==> src/hdl/sbgp_pkg.sv <==
// ============================================================================
// sbgp_pkg: shared types and constants for the six-button gamepad port
// Holds the operation codes, the decoded queue entry and the queue sizing.
// ============================================================================
`default_nettype none

package sbgp_pkg;

  // Operation codes as they arrive on the input channel.
  localparam logic [1:0] OP_DIR_WR  = 2'd0;
  localparam logic [1:0] OP_DATA_WR = 2'd1;
  localparam logic [1:0] OP_READ    = 2'd2;
  localparam logic [1:0] OP_TICK    = 2'd3;

  // Decoded operation kind carried through the queue.
  typedef enum logic [1:0] {
    KIND_DIR_WR,
    KIND_DATA_WR,
    KIND_READ,
    KIND_TICK
  } op_kind_t;

  typedef struct packed {
    op_kind_t    kind;
    logic [7:0]  value;
    logic [11:0] buttons;
  } q_entry_t;

  // Queue between front and back.
  localparam int Q_DEPTH = 4;
  localparam int Q_PTR_W = $clog2(Q_DEPTH);
  localparam int Q_CNT_W = $clog2(Q_DEPTH + 1);

  // Scanline limit reset value and select bit position.
  localparam logic [7:0] LIMIT_RESET = 8'd25;
  localparam int         SELECT_BIT  = 6;

  // Queue status seen by the front.
  typedef struct packed {
    logic full;
    logic empty;
  } q_status_t;

endpackage : sbgp_pkg

`default_nettype wire

==> src/hdl/six_button_gamepad_port_top.sv <==
// ============================================================================
// six_button_gamepad_port_top: six-button gamepad port
// Direction, data, read and scanline operations on a multiplexed pad port.
// ============================================================================
//
//   Channel  Direction  Handshake           Payload
//   in_      input      in_valid/in_stall   in_op, in_value, in_buttons
//   out_     output     out_valid/out_stall out_read_data
//   cfg_     input      cfg_wr_en           cfg_wr_data (scanline limit)
//
// The back end retires one queue entry per clock unless a read is held by a
// stalled output, so the block sustains one input beat per clock while no
// read is held. An accepted read beat is written into the queue and then
// popped into the output register by the single execute step of the back end.
// Reset is synchronous and active low; it clears the queue, resets the port
// state, clears the output valid flag and loads the scanline limit with 25.
// An output stall holds a read at the head of the queue, and the entries
// behind it wait with it; the four-entry queue absorbs input while it waits.
//
`default_nettype none

module six_button_gamepad_port_top (
  input  wire logic        clk,
  input  wire logic        rst_n,
  input  wire logic        cfg_wr_en,
  input  wire logic [7:0]  cfg_wr_data,
  input  wire logic        in_valid,
  output logic             in_stall,
  input  wire logic [1:0]  in_op,
  input  wire logic [7:0]  in_value,
  input  wire logic [11:0] in_buttons,
  output logic             out_valid,
  input  wire logic        out_stall,
  output logic [7:0]       out_read_data
);
  import sbgp_pkg::*;

  // Front to queue.
  q_status_t q_status;
  logic      push;
  q_entry_t  push_entry;

  // Queue to back.
  logic      pop;
  logic      pop_valid;
  q_entry_t  pop_entry;

  // The front decodes the opcode and stalls the input only when the queue
  // is full, so input acceptance never waits on the output side directly.
  sbgp_front u_front (
    .in_valid   (in_valid),
    .in_stall   (in_stall),
    .in_op      (in_op),
    .in_value   (in_value),
    .in_buttons (in_buttons),
    .q_status   (q_status),
    .push       (push),
    .push_entry (push_entry)
  );

  // The queue lets the front keep accepting beats while a read result is
  // held by a stalled output.
  sbgp_queue u_queue (
    .clk        (clk),
    .rst_n      (rst_n),
    .push       (push),
    .push_entry (push_entry),
    .q_status   (q_status),
    .pop        (pop),
    .pop_valid  (pop_valid),
    .pop_entry  (pop_entry)
  );

  // The back end owns all port state: direction register, data latch,
  // select line, phase and scanline counters, and the scanline limit.
  // Entries execute strictly in order, so every read sees exactly the
  // state left by the operations before it.
  sbgp_back u_back (
    .clk           (clk),
    .rst_n         (rst_n),
    .cfg_wr_en     (cfg_wr_en),
    .cfg_wr_data   (cfg_wr_data),
    .pop_valid     (pop_valid),
    .pop_entry     (pop_entry),
    .pop           (pop),
    .out_valid     (out_valid),
    .out_stall     (out_stall),
    .out_read_data (out_read_data)
  );

endmodule : six_button_gamepad_port_top

`default_nettype wire

==> src/hdl/sbgp_front.sv <==
// ============================================================================
// sbgp_front: input acceptance and operation decode
// Accepts input beats while the queue has room and decodes each into an entry.
// ============================================================================
`default_nettype none

module sbgp_front (
  input  wire logic              in_valid,
  output logic                   in_stall,
  input  wire logic [1:0]        in_op,
  input  wire logic [7:0]        in_value,
  input  wire logic [11:0]       in_buttons,
  input  wire sbgp_pkg::q_status_t q_status,
  output logic                   push,
  output sbgp_pkg::q_entry_t     push_entry
);
  import sbgp_pkg::*;

  op_kind_t kind;

  always_comb begin
    unique case (in_op)
      OP_DIR_WR:  kind = KIND_DIR_WR;
      OP_DATA_WR: kind = KIND_DATA_WR;
      OP_READ:    kind = KIND_READ;
      OP_TICK:    kind = KIND_TICK;
      default:    kind = KIND_TICK;
    endcase
  end

  // The stall comes from the registered fill count, never from in_valid.
  assign in_stall = q_status.full;
  assign push     = in_valid && !q_status.full;

  assign push_entry.kind    = kind;
  assign push_entry.value   = in_value;
  assign push_entry.buttons = in_buttons;

endmodule : sbgp_front

`default_nettype wire

==> src/hdl/sbgp_queue.sv <==
// ============================================================================
// sbgp_queue: short decoupling queue
// Register-based FIFO of decoded entries between the front and the back.
// ============================================================================
`default_nettype none

module sbgp_queue (
  input  wire logic               clk,
  input  wire logic               rst_n,
  input  wire logic               push,
  input  wire sbgp_pkg::q_entry_t push_entry,
  output sbgp_pkg::q_status_t     q_status,
  input  wire logic               pop,
  output logic                    pop_valid,
  output sbgp_pkg::q_entry_t      pop_entry
);
  import sbgp_pkg::*;

  q_entry_t             mem_r [Q_DEPTH];
  logic [Q_PTR_W-1:0]   wr_ptr_r, wr_ptr_nxt;
  logic [Q_PTR_W-1:0]   rd_ptr_r, rd_ptr_nxt;
  logic [Q_CNT_W-1:0]   count_r, count_nxt;
  logic                 do_pop;

  assign do_pop = pop && (count_r != '0);

  always_comb begin
    wr_ptr_nxt = push   ? wr_ptr_r + 1'b1 : wr_ptr_r;
    rd_ptr_nxt = do_pop ? rd_ptr_r + 1'b1 : rd_ptr_r;
    count_nxt  = count_r;
    if (push && !do_pop) begin
      count_nxt = count_r + 1'b1;
    end else if (!push && do_pop) begin
      count_nxt = count_r - 1'b1;
    end
  end

  always_ff @(posedge clk) begin
    if (!rst_n) begin
      wr_ptr_r <= '0;
      rd_ptr_r <= '0;
      count_r  <= '0;
    end else begin
      wr_ptr_r <= wr_ptr_nxt;
      rd_ptr_r <= rd_ptr_nxt;
      count_r  <= count_nxt;
    end
  end

  always_ff @(posedge clk) begin
    if (push) begin
      mem_r[wr_ptr_r] <= push_entry;
    end
  end

  assign q_status.full  = (count_r == Q_CNT_W'(Q_DEPTH));
  assign q_status.empty = (count_r == '0);
  assign pop_valid      = (count_r != '0);
  assign pop_entry      = mem_r[rd_ptr_r];

  a_count_bound: assert property (@(posedge clk) disable iff (!rst_n)
    count_r <= Q_CNT_W'(Q_DEPTH))
    else $error("queue fill count exceeds depth");

  a_ptr_gap: assert property (@(posedge clk) disable iff (!rst_n)
    (count_r == '0 || count_r == Q_CNT_W'(Q_DEPTH)) |-> (wr_ptr_r == rd_ptr_r))
    else $error("queue pointers disagree with fill count");

  a_push_fill: assert property (@(posedge clk) disable iff (!rst_n)
    (push && !do_pop) |=> (count_r == $past(count_r) + 1'b1))
    else $error("queue push without pop did not raise the fill count");

endmodule : sbgp_queue

`default_nettype wire

==> src/hdl/sbgp_back.sv <==
// ============================================================================
// sbgp_back: port state and read formatting
// Runs queued ops one a cycle unless output stalls a read; holds read results.
// ============================================================================
`default_nettype none

module sbgp_back (
  input  wire logic               clk,
  input  wire logic               rst_n,
  input  wire logic               cfg_wr_en,
  input  wire logic [7:0]         cfg_wr_data,
  input  wire logic               pop_valid,
  input  wire sbgp_pkg::q_entry_t pop_entry,
  output logic                    pop,
  output logic                    out_valid,
  input  wire logic               out_stall,
  output logic [7:0]              out_read_data
);
  import sbgp_pkg::*;

  logic [7:0] limit_r;
  logic [7:0] dir_r, dir_nxt;
  logic [7:0] data_r, data_nxt;
  logic       sel_r, sel_nxt;
  logic [1:0] phase_r, phase_nxt;
  logic [7:0] line_r, line_nxt;
  logic       out_valid_r, out_valid_nxt;
  logic [7:0] out_data_r, out_data_nxt;
  logic       out_free;
  logic       is_read;
  logic [8:0] line_inc;
  logic [7:0] raw;

  // Pad byte for the current phase and select level, before the merge.
  function automatic logic [7:0] pad_byte(input logic sel, input logic [1:0] phase,
                                          input logic [11:0] b);
    logic [7:0] r;
    if (sel) begin
      if (phase == 2'd3) r = {2'b01, b[5:4], b[11:8]};
      else               r = {2'b01, b[5:0]};
    end else begin
      r = {2'b00, b[7:6], 4'b0000};
      if (phase != 2'd2) r[1:0] = b[1:0];
      if (phase == 2'd3) r[3:0] = 4'hF;
    end
    return r;
  endfunction

  assign is_read  = (pop_entry.kind == KIND_READ);
  assign out_free = !out_valid_r || !out_stall;
  assign pop      = pop_valid && (!is_read || out_free);
  assign line_inc = {1'b0, line_r} + 9'd1;
  assign raw      = pad_byte(sel_r, phase_r, pop_entry.buttons);

  always_comb begin
    dir_nxt       = dir_r;
    data_nxt      = data_r;
    sel_nxt       = sel_r;
    phase_nxt     = phase_r;
    line_nxt      = line_r;
    out_valid_nxt = out_valid_r && out_stall;
    out_data_nxt  = out_data_r;
    if (pop) begin
      case (pop_entry.kind) inside
        KIND_DIR_WR, KIND_DATA_WR: begin
          if (pop_entry.kind == KIND_DIR_WR) dir_nxt  = pop_entry.value;
          else                               data_nxt = pop_entry.value;
          // Select follows the data bit only while that pin is an output.
          sel_nxt = dir_nxt[SELECT_BIT] ? data_nxt[SELECT_BIT] : 1'b1;
          if (!sel_r && sel_nxt) begin
            phase_nxt = phase_r + 2'd1;
            line_nxt  = '0;
          end
        end
        KIND_READ: begin
          out_valid_nxt = 1'b1;
          out_data_nxt  = (raw & ~dir_r) | (data_r & dir_r);
        end
        default: begin
          if (line_inc > {1'b0, limit_r}) begin
            phase_nxt = '0;
            line_nxt  = '0;
          end else begin
            line_nxt = line_inc[7:0];
          end
        end
      endcase
    end
  end

  always_ff @(posedge clk) begin
    if (!rst_n) begin
      limit_r     <= LIMIT_RESET;
      dir_r       <= '0;
      data_r      <= '0;
      sel_r       <= 1'b1;
      phase_r     <= '0;
      line_r      <= '0;
      out_valid_r <= 1'b0;
    end else begin
      if (cfg_wr_en) limit_r <= cfg_wr_data;
      dir_r       <= dir_nxt;
      data_r      <= data_nxt;
      sel_r       <= sel_nxt;
      phase_r     <= phase_nxt;
      line_r      <= line_nxt;
      out_valid_r <= out_valid_nxt;
    end
  end

  always_ff @(posedge clk) begin
    out_data_r <= out_data_nxt;
  end

  assign out_valid     = out_valid_r;
  assign out_read_data = out_data_r;

  a_read_shows: assert property (@(posedge clk) disable iff (!rst_n)
    (pop && is_read) |=> out_valid_r)
    else $error("popped read did not reach the output register");

  a_no_drop: assert property (@(posedge clk) disable iff (!rst_n)
    (pop && is_read) |-> out_free)
    else $error("read popped over an undelivered result");

  a_sel_rise: assert property (@(posedge clk) disable iff (!rst_n)
    (!sel_r && sel_nxt) |=> (line_r == '0 && phase_r == $past(phase_r) + 2'd1))
    else $error("select rising edge did not advance phase and clear line count");

endmodule : sbgp_back

`default_nettype wire
==> config.mk <==
export PLATFORM = sky130hd
export DESIGN_NAME = six_button_gamepad_port_top
export DESIGN_NICKNAME = d
export VERILOG_FILES = /design/src/hdl/sbgp_pkg.sv /design/src/hdl/six_button_gamepad_port_top.sv /design/src/hdl/sbgp_front.sv /design/src/hdl/sbgp_queue.sv /design/src/hdl/sbgp_back.sv
export SDC_FILE = /design/constraint.sdc
export NUM_CORES = 1
export LEC_CHECK = 0
export BUFFER_PORTS_ARGS = -buffer_cell sky130_fd_sc_hd__buf_2
export CAP_MARGIN = 25
export CORE_UTILIZATION = 34
export CTS_CLUSTER_DIAMETER = 150
export DETAILED_ROUTE_END_ITERATION = 6
export PLACE_DENSITY_LB_ADDON = 0.2
export SETUP_SLACK_MARGIN = 0.02
export SLEW_MARGIN = 20
export SYNTH_ARGS = -nofsm -noshare
export SYNTH_HDL_FRONTEND = slang
export SYNTH_HIERARCHICAL = 1
export SYNTH_SLANG_ARGS = --single-unit
==> constraint.sdc <==
create_clock -name clk -period 8.8 [get_ports clk]
set_input_delay 0.88 -clock clk [delete_from_list [all_inputs] [get_ports clk]]
set_output_delay 0.88 -clock clk [all_outputs]
set_load 0.01 [all_outputs]
==> results of run 1 <==
routing by layer:
layer / up-vias / track usage
met2: 56 / 0.217
met4: 0 / 0.0586
met1: 1639 / 0.166
li1: 1628 / -
met3: 17 / 0.0300
met5: - / 0
cells in the final DEF, fill, tap and decap left out, types with 4 or more instances in the layout:
master       n
a221o_1      5
inv_1       14
nand2_1     23
nor3_1       9
buf_4        6
mux4_2      20
mux2i_1     27
xor2_1       4
nor2b_1     27
buf_2       44
and2_1      12
nor2_1       5
xnor2_1      7
inv_6        4
ha_1        15
clkbuf_16   17
edfxtp_1    96
clkinvlp_4   4
a21oi_1      7
dfxtp_1     45
final cells by class:
type / count / share of cell area
Clock inverter: 13 / 0.0199
Timing Repair Buffer: 50 / 0.0374
Clock buffer: 17 / 0.0600
Inverter: 14 / 0.00741
Tap cell: 229 / 0.0404
Sequential cell: 141 / 0.534
Multi-Input combinational cell: 229 / 0.301
worst min path at each step:
stage	end	startpoint	cells past startpoint
after floorplan	u_back/limit_r[0]$_SDFFE_PN1P_	u_back/limit_r[0]$_SDFFE_PN1P_	2
after global placement	u_back/line_r[1]$_SDFFE_PN0P_	u_back/line_r[1]$_SDFFE_PN0P_	2
after detailed placement	u_back/line_r[1]$_SDFFE_PN0P_	u_back/line_r[1]$_SDFFE_PN0P_	2
after CTS	u_back/line_r[1]$_SDFFE_PN0P_	u_back/line_r[1]$_SDFFE_PN0P_	2
after global routing	u_back/line_r[1]$_SDFFE_PN0P_	u_back/line_r[1]$_SDFFE_PN0P_	2
final	u_back/line_r[1]$_SDFFE_PN0P_	u_back/line_r[1]$_SDFFE_PN0P_	2
state kept, by name (all words and copies together), names as in the netlist, named ones only:
signal                count
u_back/out_valid          1
u_queue/count_r           3
u_queue/rd_ptr_r          2
u_back/dir_r              8
u_back/phase_r            2
u_back/data_r             8
u_queue/mem_r            88
u_queue/wr_ptr_r          2
u_back/limit_r            8
u_back/sel_r              1
u_back/line_r             8
u_back/out_read_data      8
worst reg2reg max path, delay by kind of cell (launching register included):
kind	cells	cell delay, ns
buf+inv	2	0.39
xor+xnor	1	0.18
compound gates	3	0.46
flops	1	0.58
simple gates	2	0.53
mux	1	0.40
fa+ha+maj	2	0.59
power groups by stage:
stage / clock [µW] / combinational (µW) / sequential, µW
2_1_floorplan: 0 / 394 / 872
3_3_place_gp: 0 / 497 / 879
3_5_place_dp: 0 / 507 / 883
4_1_cts: 708 / 508 / 869
5_1_grt: 732 / 555 / 880
6_report: 689 / 498 / 868
per-stage QoR:
stage,hold slack (ns),cell area [µm²],total power (µW),worst slack (ns)
final,0.487,7090,2050,5.62
after global placement,0.478,6530,1380,5.67
after CTS,0.488,7090,2090,5.55
after detailed placement,0.479,6530,1390,5.56
after global routing,0.513,7090,2170,5.37
after floorplan,0.449,6200,1270,5.94
==> flow_summary_export.csv, run 1 <==
group,metric,value,unit
cells_and_area,fillers,1654,
global_route,grt_usage,0.132,
setup_path,critPathTopFamily,"adder cells",
cells_and_area,stdcell_count,693,
floorplanning,ios,45,
synthesis,syn_area_per_cell,14.8,µm²
synthesis,syn-cell-area,6200,µm²
cells_and_area,multiInputGateArea,2140,µm²
floorplanning,start_util,0.346,
clock_network,cts_setup_buffers,0,
timing,finalSetupTns,0,ns
clock_network,clk_pin_slew,0.06,ns
cells_and_area,nNetsFinal,504,
outcome,status,"finished clean",
clock_network,cts-buffers-inserted,17,
timing,grt_setup_unrepaired,"no",
power_and_ir_drop,p_seq_frac,0.423,
route,topRoutingLayerUsed,"met4",
route,drt-initial-drc-count,187,
power_and_ir_drop,p_switching,598,µW
power_and_ir_drop,internal_power,1460,µW
setup_path,cp_slowest_cell,"dfxtp_1",
placed_design,gp_congestion,0.729,
route,met3_length,344,µm
timing,fin_skew,0.00674,ns
setup_path,startpoint_type,"flop",
global_route,antenna_found_initial,0,
route,routed-wl-met2,5450,µm
timing,hold_viol_final,0,
timing,worstMarginPinSlew,0.937,ns
route,wl,11200,µm
timing,fin_crit,3.18,ns
global_route,grt_max_degree,46,
cells_and_area,antenna_cells,0,
global_route,grt_pass1_wl,18200,µm
setup_path,critPathRequiredTime,9.14,ns
global_route,grt-ovfl-total,0,
placed_design,port_buffers,44,
setup_path,critPathCapture,"u_queue/count_r[2]$_SDFFE_PN0P_",
setup_path,crit_cells,11,
timing,timing.fmax,0.314,GHz
clock_network,cts_tree,"done",
setup_path,cp_max_fo,14,
clock_network,cts_max_path_buffers,2,
setup_path,r2r_slack,5.62,ns
setup_path,worstPathCellList,"buf_4 -> mux4_2 -> nor2b_1 -> a31oi_1 -> o31ai_4 -> ha_1 -> inv_1 -> fa_1 -> xor2_1 -> or3_1 -> a21boi_1",
placed_design,dp_cells,663,
route,avgRoutedWirePerCell,16.2,µm
setup_path,path_class,"flop to flop",
synthesis,ys_warn_count,6,
clock_network,clock_latency,0.42,ns
job,maxCapViolCount,0,
route,routed_via_density,4.82,
route,met1_length,5260,µm
global_route,grt_pass1_vias,3466,
timing,relSlewSlack,0.375,
setup_path,cp_slowest_stage_delay,0.58,ns
floorplanning,die_w,137,µm
clock_network,cts_num_sinks,141,
floorplanning,rows,49,
route,vias,3340,
synthesis,syn-instance-count,419,
power_and_ir_drop,p_per_area,290,nW/µm²
power_and_ir_drop,leakage,0.00253,µW
cells_and_area,area_growth_syn_to_layout,14.3,%
cells_and_area,layout-drive-gt1-share,0.252,
power_and_ir_drop,clock_power_share,0.335,
clock_network,ctsResizeCount,0,
synthesis,synth_nets,470,
setup_path,path_buf_inv,2,
cells_and_area,utilization,0.396,
timing,setup_viol,0,
floorplanning,die_h,137,µm
placed_design,hpwl,7600,µm
timing,min_period_over_period,0.362,
power_and_ir_drop,irDropWorstVdd,0.128,mV
clock_network,clockRootBuffer,"clkbuf_16",
setup_path,endpoint_kind,"flop",
power_and_ir_drop,p_sw_frac,0.291,
route,drt_pre_antenna_iters,4,
setup_path,cp_data_arrival_time,3.52,ns
clock_network,cts_hold_buffers,0,
floorplanning,core_area,17900,µm²
timing,final_max_slew_viol_count,0,
power_and_ir_drop,combPwrFrac,0.242,
clock_network,cts_max_level,4,
route,drcViolationCount,0,
setup_path,worstRegToRegCells,11,
setup_path,r2r-end,"u_queue/count_r[2]$_SDFFE_PN0P_",
route,antenna_left,0,
floorplanning,die_area,18800,µm²
cells_and_area,seq_area,3780,µm²
min_path,hold_class,"flop to flop",
(Power assumes the default switching activity.)
==> run 2, diff against run 1 <==
--- a/config.mk
+++ b/config.mk
@@ -5,6 +5,7 @@
 export SDC_FILE = /design/constraint.sdc
 export NUM_CORES = 1
 export LEC_CHECK = 0
+export ABC_AREA = 1
 export BUFFER_PORTS_ARGS = -buffer_cell sky130_fd_sc_hd__buf_2
 export CAP_MARGIN = 25
 export CORE_UTILIZATION = 34
==> constraint.sdc (replaced) <==
create_clock -name clk -period 2.9 [get_ports clk]
set_input_delay 0.29 -clock clk [delete_from_list [all_inputs] [get_ports clk]]
set_output_delay 0.29 -clock clk [all_outputs]
set_load 0.01 [all_outputs]
==> run 2 against run 1 <==
Sequential power grew to 3.1 times the previous value. Synthesized cell count grew 44%. Non-clock buffer count up 8. Clock power grew to 3.2 times the previous value. Cell count rose by 27%. Final area up 0.78%. Global-route usage grew 1.8 points. Core utilization grew 0.17 points. Critical path type unchanged.
==> flow_summary_export.csv, run 2 <==
group,metric,value,unit
cells_and_area,layout-drive-gt1-share,0.181,
cells_and_area,fillers,1735,
power_and_ir_drop,combPwrFrac,0.281,
clock_network,clockRootBuffer,"clkbuf_16",
global_route,antenna_found_initial,0,
route,drt_pre_antenna_iters,4,
setup_path,crit_top_cell,"inv_1",
route,antenna_left,0,
power_and_ir_drop,clock_power_share,0.327,
floorplanning,die_w,137,µm
placed_design,hpwl,8670,µm
cells_and_area,final_common_cell,"edfxtp_1",
global_route,grt_max_degree,27,
floorplanning,start_util,0.347,
cells_and_area,nNetsFinal,690,
synthesis,synth_nets,654,
timing,fin_skew,0.00938,ns
placed_design,port_buffers,44,
global_route,grt-ovfl-total,0,
cells_and_area,antenna_cells,0,
timing,min_period_over_period,0.884,
route,avgRoutedWirePerCell,15.0,µm
setup_path,critPathRequiredTime,3.22,ns
timing,finalSetupTns,0,ns
timing,final_max_slew_viol_count,0,
clock_network,clk_pin_slew,0.06,ns
synthesis,syn-instance-count,603,
setup_path,cp_slowest_stage_delay,0.38,ns
timing,worstMarginPinSlew,0.495,ns
power_and_ir_drop,p_sw_frac,0.340,
route,vias,4146,
job,maxCapViolCount,0,
outcome,status,"finished clean",
power_and_ir_drop,leakage,0.00281,µW
route,routed_via_density,4.71,
placed_design,gp_congestion,0.790,
power_and_ir_drop,finalPower,6820,µW
placed_design,placed_cell_area,6540,µm²
cells_and_area,largest_register_ffs,88,
clock_network,cts_num_sinks,141,
power_and_ir_drop,irDropWorstVdd,0.449,mV
global_route,grt_pass1_wl,20400,µm
setup_path,cp_slowest_cell,"fa_1",
clock_network,cts_tree,"done",
cells_and_area,multiInputGateArea,1890,µm²
timing,whs,0.0776,ns
synthesis,ys_warn_count,6,
floorplanning,ios,45,
cells_and_area,final_cell_mix,"edfxtp_1 (96), nor2_1 (79), nand2_1 (74)",
clock_network,ctsResizeCount,0,
route,wl,13200,µm
clock_network,cts_hold_buffers,0,
power_and_ir_drop,internal_power,4500,µW
timing,hold_viol_final,0,
floorplanning,core_area,18000,µm²
cells_and_area,design_area,7150,µm²
setup_path,cp_max_fo,10,
clock_network,clock_latency,0.43,ns
timing,relSlewSlack,0.670,
synthesis,syn-cell-area,6220,µm²
power_and_ir_drop,p_per_area,955,nW/µm²
global_route,grt_usage,0.150,
cells_and_area,largest_register,"u_queue/mem_r",
setup_path,path_class,"flop to flop",
route,drcViolationCount,0,
timing,fin_crit,2.56,ns
cells_and_area,area_growth_syn_to_layout,14.8,%
min_path,hp-start,"in_value[1]",
setup_path,endpoint_kind,"flop",
power_and_ir_drop,p_seq_frac,0.392,
setup_path,path_buf_inv,6,
clock_network,cts_max_path_buffers,2,
synthesis,syn_area_per_cell,10.3,µm²
setup_path,startpoint_type,"flop",
timing,setup_viol,0,
global_route,grt_pass1_vias,3832,
clock_network,cts-buffers-inserted,17,
clock_network,cts_max_level,4,
setup_path,cp_data_arrival_time,2.89,ns
floorplanning,die_area,18900,µm²
floorplanning,rows,49,
clock_network,cts_setup_buffers,0,
timing,timing.fmax,0.390,GHz
setup_path,critPathTopFamily,"buffers and inverters",
min_path,hold_class,"input port to flop",
setup_path,worstPathCellList,"inv_2 -> o21ai_1 -> o22ai_1 -> inv_2 -> nor2_1 -> inv_1 -> o21ai_2 -> inv_1 -> nand2_2 -> ha_1 -> inv_1 -> fa_1 -> inv_1 -> nand2_1 -> nand3_1 -> nand2_1 -> nand2_1 -> nor2_1",
floorplanning,die_h,137,µm
cells_and_area,seq_area,3780,µm²
power_and_ir_drop,p_switching,2320,µW
route,drt-initial-drc-count,268,
timing,grt_setup_unrepaired,"no",
[run 2: cell count changes in the layout (fill, tap and decap cells not counted), moves of 18 or more]
cell,delta
o21ai_1,+18
nand2_1,+51
mux4_2,-20
mux2i_1,-27
nor2b_1,-27
o21ai_0,+47
inv_1,+44
nor2_1,+74
nand3_1,+20
o22ai_1,+21
a21oi_1,+24
[run 2: through the flow]
stage	cells	util	worst slack (ns)
6_report	881	0.398	0.336
5_1_grt	881	0.398	0.0340
4_1_cts	881	0.398	0.189
3_5_place_dp	849	0.364	0.214
3_3_place_gp	849	0.364	0.335
2_1_floorplan	603	-	0.170
[run 2: final timing paths]
| check | cells after the start | slack, ns | end |
|---|---|---|---|
| max reg2reg | 18 | 0.34 | u_queue/count_r[2]$_SDFFE_PN0P_ |
| min | 1 | 0.08 | u_queue/mem_r[1][13]$_DFFE_PP_ |
| max | 18 | 0.34 | u_queue/count_r[2]$_SDFFE_PN0P_ |
| min reg2reg | 2 | 0.46 | u_back/limit_r[1]$_SDFFE_PN0P_ |
[run 2: layer usage]
| metal | part of all wire | vias to the layer above | GRT usage |
|---|---|---|---|
| li1 | - | 2118 | - |
| met1 | 0.46 | 1931 | 0.190 |
| met2 | 0.47 | 86 | 0.240 |
| met3 | 0.053 | 11 | 0.0408 |
| met4 | 0.012 | 0 | 0.0641 |
| met5 | 0 | - | 0 |
[run 2: power groups by stage]
stage | clock network, µW | logic [µW] | registers [µW]
global route | 2380 | 2150 | 2710
CTS | 2290 | 1940 | 2680
global placement | 0 | 1900 | 2710
floorplan | 0 | 1410 | 2700
finish | 2230 | 1920 | 2680
detailed placement | 0 | 1930 | 2720
[run 2: area by class of cell]
class | instances | share of cell area
flip-flops and latches | 141 | 0.530
multi-input cells | 358 | 0.264
clock buffers | 18 | 0.0600
repair buffers | 58 | 0.0455
well taps | 229 | 0.0401
inverters | 63 | 0.0352
clock inverters | 14 | 0.0254
[run 2: worst reg2reg max path, cell delays in order (launching register included)]
cell and delay (ns):
dfxtp_1 0.35, inv_2 0.16, o21ai_1 0.10, o22ai_1 0.22, inv_2 0.12, nor2_1 0.13, inv_1 0.08, o21ai_2 0.14
inv_1 0.10, nand2_2 0.09, ha_1 0.16, inv_1 0.07, fa_1 0.38, inv_1 0.06, nand2_1 0.04, nand3_1 0.10
nand2_1 0.06, nand2_1 0.05, nor2_1 0.04
==> run 3, diff against run 2 <==
--- a/config.mk
+++ b/config.mk
@@ -8,7 +8,7 @@
 export ABC_AREA = 1
 export BUFFER_PORTS_ARGS = -buffer_cell sky130_fd_sc_hd__buf_2
 export CAP_MARGIN = 25
-export CORE_UTILIZATION = 34
+export CORE_UTILIZATION = 54
 export CTS_CLUSTER_DIAMETER = 150
 export DETAILED_ROUTE_END_ITERATION = 6
 export PLACE_DENSITY_LB_ADDON = 0.2
==> constraint.sdc (replaced) <==
create_clock -name clk -period 2.9 [get_ports clk]
set_input_delay 0.58 -clock clk [delete_from_list [all_inputs] [get_ports clk]]
set_output_delay 0.58 -clock clk [all_outputs]
set_load 0.01 [all_outputs]
==> run 3 against run 2 <==
Clock skew about the same. Final area shrank 1.8%. Wire length shrank 6.1%. Fmax shrank 0.14%. First-iteration DRC count fell by 0.75%. Flip-flop and latch count unchanged. Critical path depth is the same. Highest routed layer unchanged. Register-to-register slack about the same. Critical path type unchanged. Setup slack lost 0.0035 ns.
==> flow_summary_export.csv, run 3 (synthesis gave the netlist of run 2 again) <==
group,metric,value,unit
clock_network,cts_num_sinks,141,
timing,worstMarginPinSlew,0.494,ns
cells_and_area,largest_register_ffs,88,
timing,fin_crit,2.57,ns
cells_and_area,largest_register,"u_queue/mem_r",
cells_and_area,final_common_cell,"edfxtp_1",
clock_network,cts_max_path_buffers,2,
setup_path,critPathTopFamily,"simple AND/OR/NAND/NOR gates",
route,vias,4316,
power_and_ir_drop,combPwrFrac,0.283,
setup_path,worstPathCellList,"buf_4 -> inv_8 -> o21ai_1 -> o22ai_1 -> nor2_1 -> inv_1 -> o21ai_2 -> inv_1 -> nand2_2 -> ha_1 -> inv_1 -> fa_1 -> inv_1 -> nand2_1 -> nand3_1 -> nand2_1 -> nand2_1 -> nor2_1",
timing,setup_ws,0.333,ns
route,antenna_left,0,
setup_path,startpoint_type,"flop",
clock_network,clock_latency,0.42,ns
min_path,hold_class,"input port to flop",
timing,hold_viol_final,0,
route,drt-initial-drc-count,266,
cells_and_area,design_area,7020,µm²
floorplanning,start_util,0.564,
global_route,grt_max_degree,39,
route,avgRoutedWirePerCell,15.7,µm
cells_and_area,antenna_cells,0,
setup_path,r2r-end,"u_queue/count_r[2]$_SDFFE_PN0P_",
setup_path,cp_slowest_cell,"dfxtp_1",
route,drcViolationCount,0,
power_and_ir_drop,clock_power_share,0.320,
timing,finalSetupTns,0,ns
setup_path,r2r_slack,0.33,ns
timing,relSlewSlack,0.670,
placed_design,preCtsSetupSlack,0.353,ns
power_and_ir_drop,leakage,0.00281,µW
setup_path,worstRegToRegCells,18,
power_and_ir_drop,p_switching,2250,µW
route,routed_via_density,5.45,
floorplanning,ios,45,
power_and_ir_drop,internal_power,4490,µW
floorplanning,die_h,109,µm
global_route,grt-ovfl-total,0,
route,wl,12400,µm
job,maxCapViolCount,0,
setup_path,crit_cells,18,
setup_path,path_class,"flop to flop",
cells_and_area,final_cell_mix,"edfxtp_1 (96), nor2_1 (79), nand2_1 (74)",
clock_network,cts_setup_buffers,0,
timing,timing.fmax,0.389,GHz
placed_design,port_buffers,44,
clock_network,clockRootBuffer,"clkbuf_16",
timing,grt_setup_unrepaired,"no",
clock_network,cts_hold_buffers,0,
global_route,grt_pass1_vias,4012,
global_route,grt_usage,0.225,
floorplanning,die_area,12000,µm²
power_and_ir_drop,p_per_area,961,nW/µm²
placed_design,gp_congestion,0.791,
setup_path,cp_slowest_stage_delay,0.39,ns
floorplanning,core_area,11000,µm²
timing,setup_viol,0,
clock_network,cts_tree,"done",
clock_network,cts_max_level,4,
clock_network,ctsResizeCount,0,
setup_path,crit_top_cell,"inv_1",
global_route,grt_pass1_wl,19500,µm
placed_design,placed_cell_area,6420,µm²
timing,final_max_slew_viol_count,0,
route,drt_pre_antenna_iters,5,
cells_and_area,layout-drive-gt1-share,0.176,
setup_path,path_buf_inv,6,
setup_path,cp_max_fo,7,
floorplanning,rows,38,
setup_path,endpoint_kind,"flop",
outcome,status,"finished clean",
setup_path,critPathCapture,"u_queue/count_r[2]$_SDFFE_PN0P_",
placed_design,hpwl,7870,µm
timing,min_period_over_period,0.885,
cells_and_area,nNetsFinal,690,
clock_network,clk_pin_slew,0.06,ns
floorplanning,die_w,109,µm
power_and_ir_drop,p_sw_frac,0.334,
power_and_ir_drop,irDropWorstVdd,0.435,mV
timing,fin_skew,0.00904,ns
clock_network,cts-buffers-inserted,17,
power_and_ir_drop,p_seq_frac,0.396,
global_route,antenna_found_initial,0,
cells_and_area,area_growth_syn_to_layout,12.8,%
setup_path,critPathRequiredTime,3.21,ns
setup_path,cp_data_arrival_time,2.88,ns
-- run 3: cell type report --
| cell class | count | area (µm²) |
|---|---|---|
| fill | 871 | 4010 |
| clock inverter | 14 | 168 |
| multi-input combinational | 358 | 1890 |
| timing repair buffer | 58 | 325 |
| tap | 140 | 175 |
| clock buffer | 18 | 429 |
| inverter | 63 | 251 |
| sequential | 141 | 3780 |
-- run 3: power by group through the flow --
stage	clock network [µW]	registers (µW)	logic [µW]
2_1_floorplan	0	2700	1410
3_3_place_gp	0	2700	1840
3_5_place_dp	0	2710	1880
4_1_cts	2190	2670	1910
5_1_grt	2290	2700	2110
6_report	2160	2670	1910
-- run 3: worst reg2reg max path: stages (launching register included) --
cell and delay [ns]:
dfxtp_1 0.39, buf_4 0.18, inv_8 0.04, o21ai_1 0.15
o22ai_1 0.16, nor2_1 0.17, inv_1 0.08, o21ai_2 0.15
inv_1 0.09, nand2_2 0.09, ha_1 0.16, inv_1 0.07
fa_1 0.38, inv_1 0.07, nand2_1 0.04, nand3_1 0.10
nand2_1 0.06, nand2_1 0.06, nor2_1 0.04
-- run 3: stage by stage --
| step | hold WS (ns) | util | power (µW) | std cells |
|---|---|---|---|---|
| 2_1_floorplan | 0.435 | - | 4110 | 603 |
| 3_3_place_gp | 0.452 | 0.582 | 4530 | 760 |
| 3_5_place_dp | 0.459 | 0.582 | 4590 | 760 |
| 4_1_cts | 0.359 | 0.636 | 6770 | 792 |
| 5_1_grt | 0.362 | 0.636 | 7100 | 792 |
| 6_report | 0.372 | 0.636 | 6740 | 792 |
-- run 3: worst min-delay path by stage --
stage | from | to | cells after the start | slack (ns)
after CTS | in_value[2] | u_queue/mem_r[1][14]$_DFFE_PP_ | 1 | 0.36
after global routing | in_value[2] | u_queue/mem_r[0][14]$_DFFE_PP_ | 1 | 0.36
after global placement | u_back/limit_r[0]$_SDFFE_PN1P_ | u_back/limit_r[0]$_SDFFE_PN1P_ | 2 | 0.45
after detailed placement | u_back/limit_r[6]$_SDFFE_PN0P_ | u_back/limit_r[6]$_SDFFE_PN0P_ | 2 | 0.46
after floorplan | u_back/limit_r[0]$_SDFFE_PN1P_ | u_back/limit_r[0]$_SDFFE_PN1P_ | 2 | 0.44
final | in_value[5] | u_queue/mem_r[3][17]$_DFFE_PP_ | 1 | 0.37
-- run 3: layer usage --
layer  share of wire  wire [µm]  vias up  track usage
met2            0.48       5930      139        0.358
met1            0.45       5570     2037        0.295
met3           0.060        740       17       0.0622
met4           0.013        159        0       0.0867
li1                -          -     2123            -
met5               0          0        -            0
